**src/rtl/pirp_fold_cell.sv**
```systemverilog
// One restoring step of the sector fold: subtract step << K when it fits.
module pirp_fold_cell #(
  parameter int PW = 40,
  parameter int K  = 0
) (
  input  logic                 clk_i,
  input  logic                 en_i,
  input  logic signed [PW-1:0] phi_i,
  input  logic        [31:0]   step_i,
  input  logic        [30:0]   half_i,
  output logic signed [PW-1:0] phi_o,
  output logic        [31:0]   step_o,
  output logic        [30:0]   half_o
);

  logic signed [PW-1:0] sk;

  assign sk = $signed(PW'(step_i) << K);

  always_ff @(posedge clk_i) begin
    if (en_i) begin
      phi_o  <= (phi_i >= sk) ? phi_i - sk : phi_i;
      step_o <= step_i;
      half_o <= half_i;
    end
  end

endmodule

```
**config.mk**
```make
export PLATFORM = sky130hd
export DESIGN_NAME = pirp_fold_cell
export DESIGN_NICKNAME = d
export VERILOG_FILES = /design/src/rtl/pirp_fold_cell.sv
export SDC_FILE = /design/constraint.sdc
export NUM_CORES = 1
export LEC_CHECK = 0
export BUFFER_PORTS_ARGS = -buffer_cell sky130_fd_sc_hd__buf_2
export CAP_MARGIN = 20
export CORE_ASPECT_RATIO = 0.5
export CORE_MARGIN = 5
export CORE_UTILIZATION = 45
export CTS_BUF_LIST = sky130_fd_sc_hd__clkbuf_4 sky130_fd_sc_hd__clkbuf_8
export DETAILED_ROUTE_END_ITERATION = 6
export MAX_ROUTING_LAYER = met4
export PLACE_DENSITY = 0.74
export SLEW_MARGIN = 5
export SYNTH_ARGS = -nofsm -noshare
export SYNTH_HDL_FRONTEND = slang
export SYNTH_SLANG_ARGS = --single-unit
```
**constraint.sdc**
```tcl
create_clock -name clk_i -period 5.3 [get_ports clk_i]
set_input_delay 0.265 -clock clk_i [delete_from_list [all_inputs] [get_ports clk_i]]
set_output_delay 0.265 -clock clk_i [all_outputs]
set_load 0.05 [all_outputs]
```
==> run metrics <==
CTS Root Cell clkbuf_8; fraction of layout cells with a size suffix above 1 0.3434; total negative slack 0 ns; Top delay family on crit path compound AO/OA/AOI/OAI gates; Die ar. around 0.015 sq mm; Top Ports 208; first-pass GRT wire length roughly 23000 um; Antenna Nets Post-Route 0; kind of critical path input port to register; initial core utilization 0.4582; Critical Path Start Type input port; post-CTS resize count 0; Yosys warnings 0; RSZ-0062 raised after global routing false; DRT met1 WL between 6000 and 7000 um; DIE WIDTH 170.1 um; CP Capture Type register; Peak VDD IR between 0.15 and 0.2 mV; Setup WS pre-CTS about 1.3 ns; Slew @ Worst Pin 1.024 ns; gate count after technology mapping between 500 and 600; CTS tree built; Remaining Overflow, GRT 0; Largest stage delay, worst path about 0.85 ns; crit path buf inv count 4; post-route worst setup slack approximately 1.7 ns; DRC 0; routed wl met2 7124 um; Post-synth EDFFs about 100; top sig layer met4; hold path start half_i[7]; Pre-antenna DRT Iters 4; final hold viol count 0; Static Leakage between 3 and 4 nW; number of global-route vias before repair between 4000 and 5000; clock transition at the registers of the reported paths around 0.10 ns; Min-Delay Path Depth 1; hold buffer count at cts 0; Max Slew Vio Count 0; clock sink total about 100; #FFs+latches synth 103; Vias/cell ~5.3; crit path time final around 3.6 ns; Net Sw Power around 0.82 mW; pwr dens around 310 mW/mm^2; clock share of power 0.210; Internal between 1 and 1.5 mW; Routed WL approximately 15000 um; Post-DP Area approximately 0.007 sq mm; pin count of the biggest net entering global routing 72; initial antenna violation count 1; WP data arrival roughly 3.7 ns; P&R area growth vs syn 23.05%; ys flop type edfxtp_1; combinational share of power 0.328; Setup Viol. Count Final 0; clk buf depth 2; CP max FO 23; status finished, final reports clean; worst hold path class input port to register; # nets final roughly 860; post-route cell area 0.007099 sq mm; core box area roughly 0.013 sq mm; hold endpoint half_o[7]$_DFFE_PP_; IO buf count 207; synthesized net count 656; cell mode on critical path inv_1; Required @ worst endpoint approximately 5.4 ns; Relative slew margins 0.3153; max cap viols 0; fin util 0.5638; H-Tree Depth 3; fmax roughly 0.28 GHz; sequential share of the synthesized area 0.5361; synth unique cells 65; switching share of total power 0.3751; crit-path cells buf_2 -> inv_1 -> ha_1 -> inv_1 -> fa_1 -> a211oi_1 -> o21ai_2 -> a32oi_1 -> a21oi_1 -> o41ai_4 -> buf_4 -> o21bai_1 -> o31ai_1 -> a221o_1; all-layer global routing usage 0.1932; WL/cell 16.60 um; mapped cell area roughly 0.0058 sq mm; CTS buffer count 9; Die H around 90 um; total setup buffers inserted after CTS 0; Met3 Wirelength around 1100 um; worst hold slack just over 0.06 ns; synthesized area per cell around 11 sq um; critical path startpoint phi_i[0]; Async S/R FF share, synth 0; Rows 29; Iter 0 DRT Violations approximately 330; power share of the sequential group 0.462; fin crit share 0.6810; total number of vias about 4800; crit path max-delay cell type o41ai_4; routability cong. about 0.86; placed wire-length estimate ~12000 um
-- area by class of cell --
| type | instances | area [sq um] |
|---|---|---|
| Clock buffer | 9 | 123.9 |
| Sequential cell | 103 | 3093 |
| Antenna cell | 1 | 2.502 |
| Fill cell | 1118 | 5492 |
| Clock inverter | 6 | 57.56 |
| Inverter | 43 | 161.4 |
| Multi-Input combinational cell | 354 | 2387 |
| Timing Repair Buffer | 210 | 1061 |
| Tap cell | 170 | 212.7 |
-- power groups by stage --
stage | combinational [mW] | sequential (mW) | clock (mW)
floorplan | 0.249 | 1.30 | 0
global placement | 0.703 | 1.02 | 0
CTS | 0.713 | 1.01 | 0.481
detailed placement | 0.710 | 1.02 | 0
finish | 0.712 | 1.00 | 0.457
global route | 0.762 | 1.01 | 0.512
-- worst max path at each step --
stage,to,slack (ns),depth (start not counted)
floorplan,phi_o[30]$_DFFE_PP_,2.17,12
global placement,phi_o[25]$_DFFE_PP_,1.46,14
detailed placement,phi_o[25]$_DFFE_PP_,1.33,14
CTS,phi_o[25]$_DFFE_PP_,1.74,14
global route,phi_o[25]$_DFFE_PP_,1.44,14
finish,phi_o[25]$_DFFE_PP_,1.69,14
-- layout by cell type (no fill, tap or decap), types with 8 or more instances in the layout --
master,n
nand4_1,8
buf_2,206
a21oi_1,38
nand3_1,8
nor3_1,9
ha_1,32
clkbuf_8,9
edfxtp_1,103
xor2_1,15
nor2_1,25
nand2_1,60
o21ai_0,46
xnor2_1,13
inv_1,43
-- sequential cells by signal, summed over array words and instances, names as in the netlist --
register	count
half_o	31
step_o	32
phi_o	40
-- synthesized netlist by cell type, drive strengths merged, types with 3 or more instances --
master,number,share of area
o41ai,4,0.011
o21a,4,0.0052
a31oi,5,0.0065
a21oi,38,0.033
o21ai,49,0.044
nor2,26,0.017
and2,5,0.0056
a211oi,6,0.0087
xor2,15,0.023
nand4,8,0.0087
nor3,11,0.011
ha,32,0.069
nand3,8,0.0069
o21bai,4,0.0052
inv,43,0.028
and4,3,0.0046
xnor2,13,0.020
buf,13,0.018
edfxtp,103,0.54
clkbuf,5,0.0039
nand2b,4,0.0043
nand2,60,0.039
a21o,9,0.013
mux2,3,0.0059
and3,4,0.0043
o211ai,4,0.0052
o31ai,4,0.0076
-- per-layer routing --
layer  up-vias  track usage
li1       2331            -
met1      2249       0.2478
met2       167       0.3167
met3        16      0.04207
met4         0      0.04252
met5         -            -
-- stage by stage --
stage	power, mW	instances
final	2.174	896
after global routing	2.287	896
after CTS	2.200	895
after detailed placement	1.735	880
after global placement	1.725	880
after floorplan	1.546	518
-- cell families (layout without fill, tap and decap cells) --
family                   Yosys count  after routing  share of synthesized area
adder cells (fa/ha/maj)           33             33                    0.07287
other                              0              1                          0
flip-flops                       103            103                     0.5361
multiplexers                       3              3                   0.005855
AO/OA/AOI/OAI                    146            146                     0.1713
XOR/XNOR                          28             28                    0.04251
buffers and inverters             61            268                    0.05009
AND/OR/NAND/NOR                  144            144                     0.1212
Note: power is estimated with default switching activity, not from simulation.
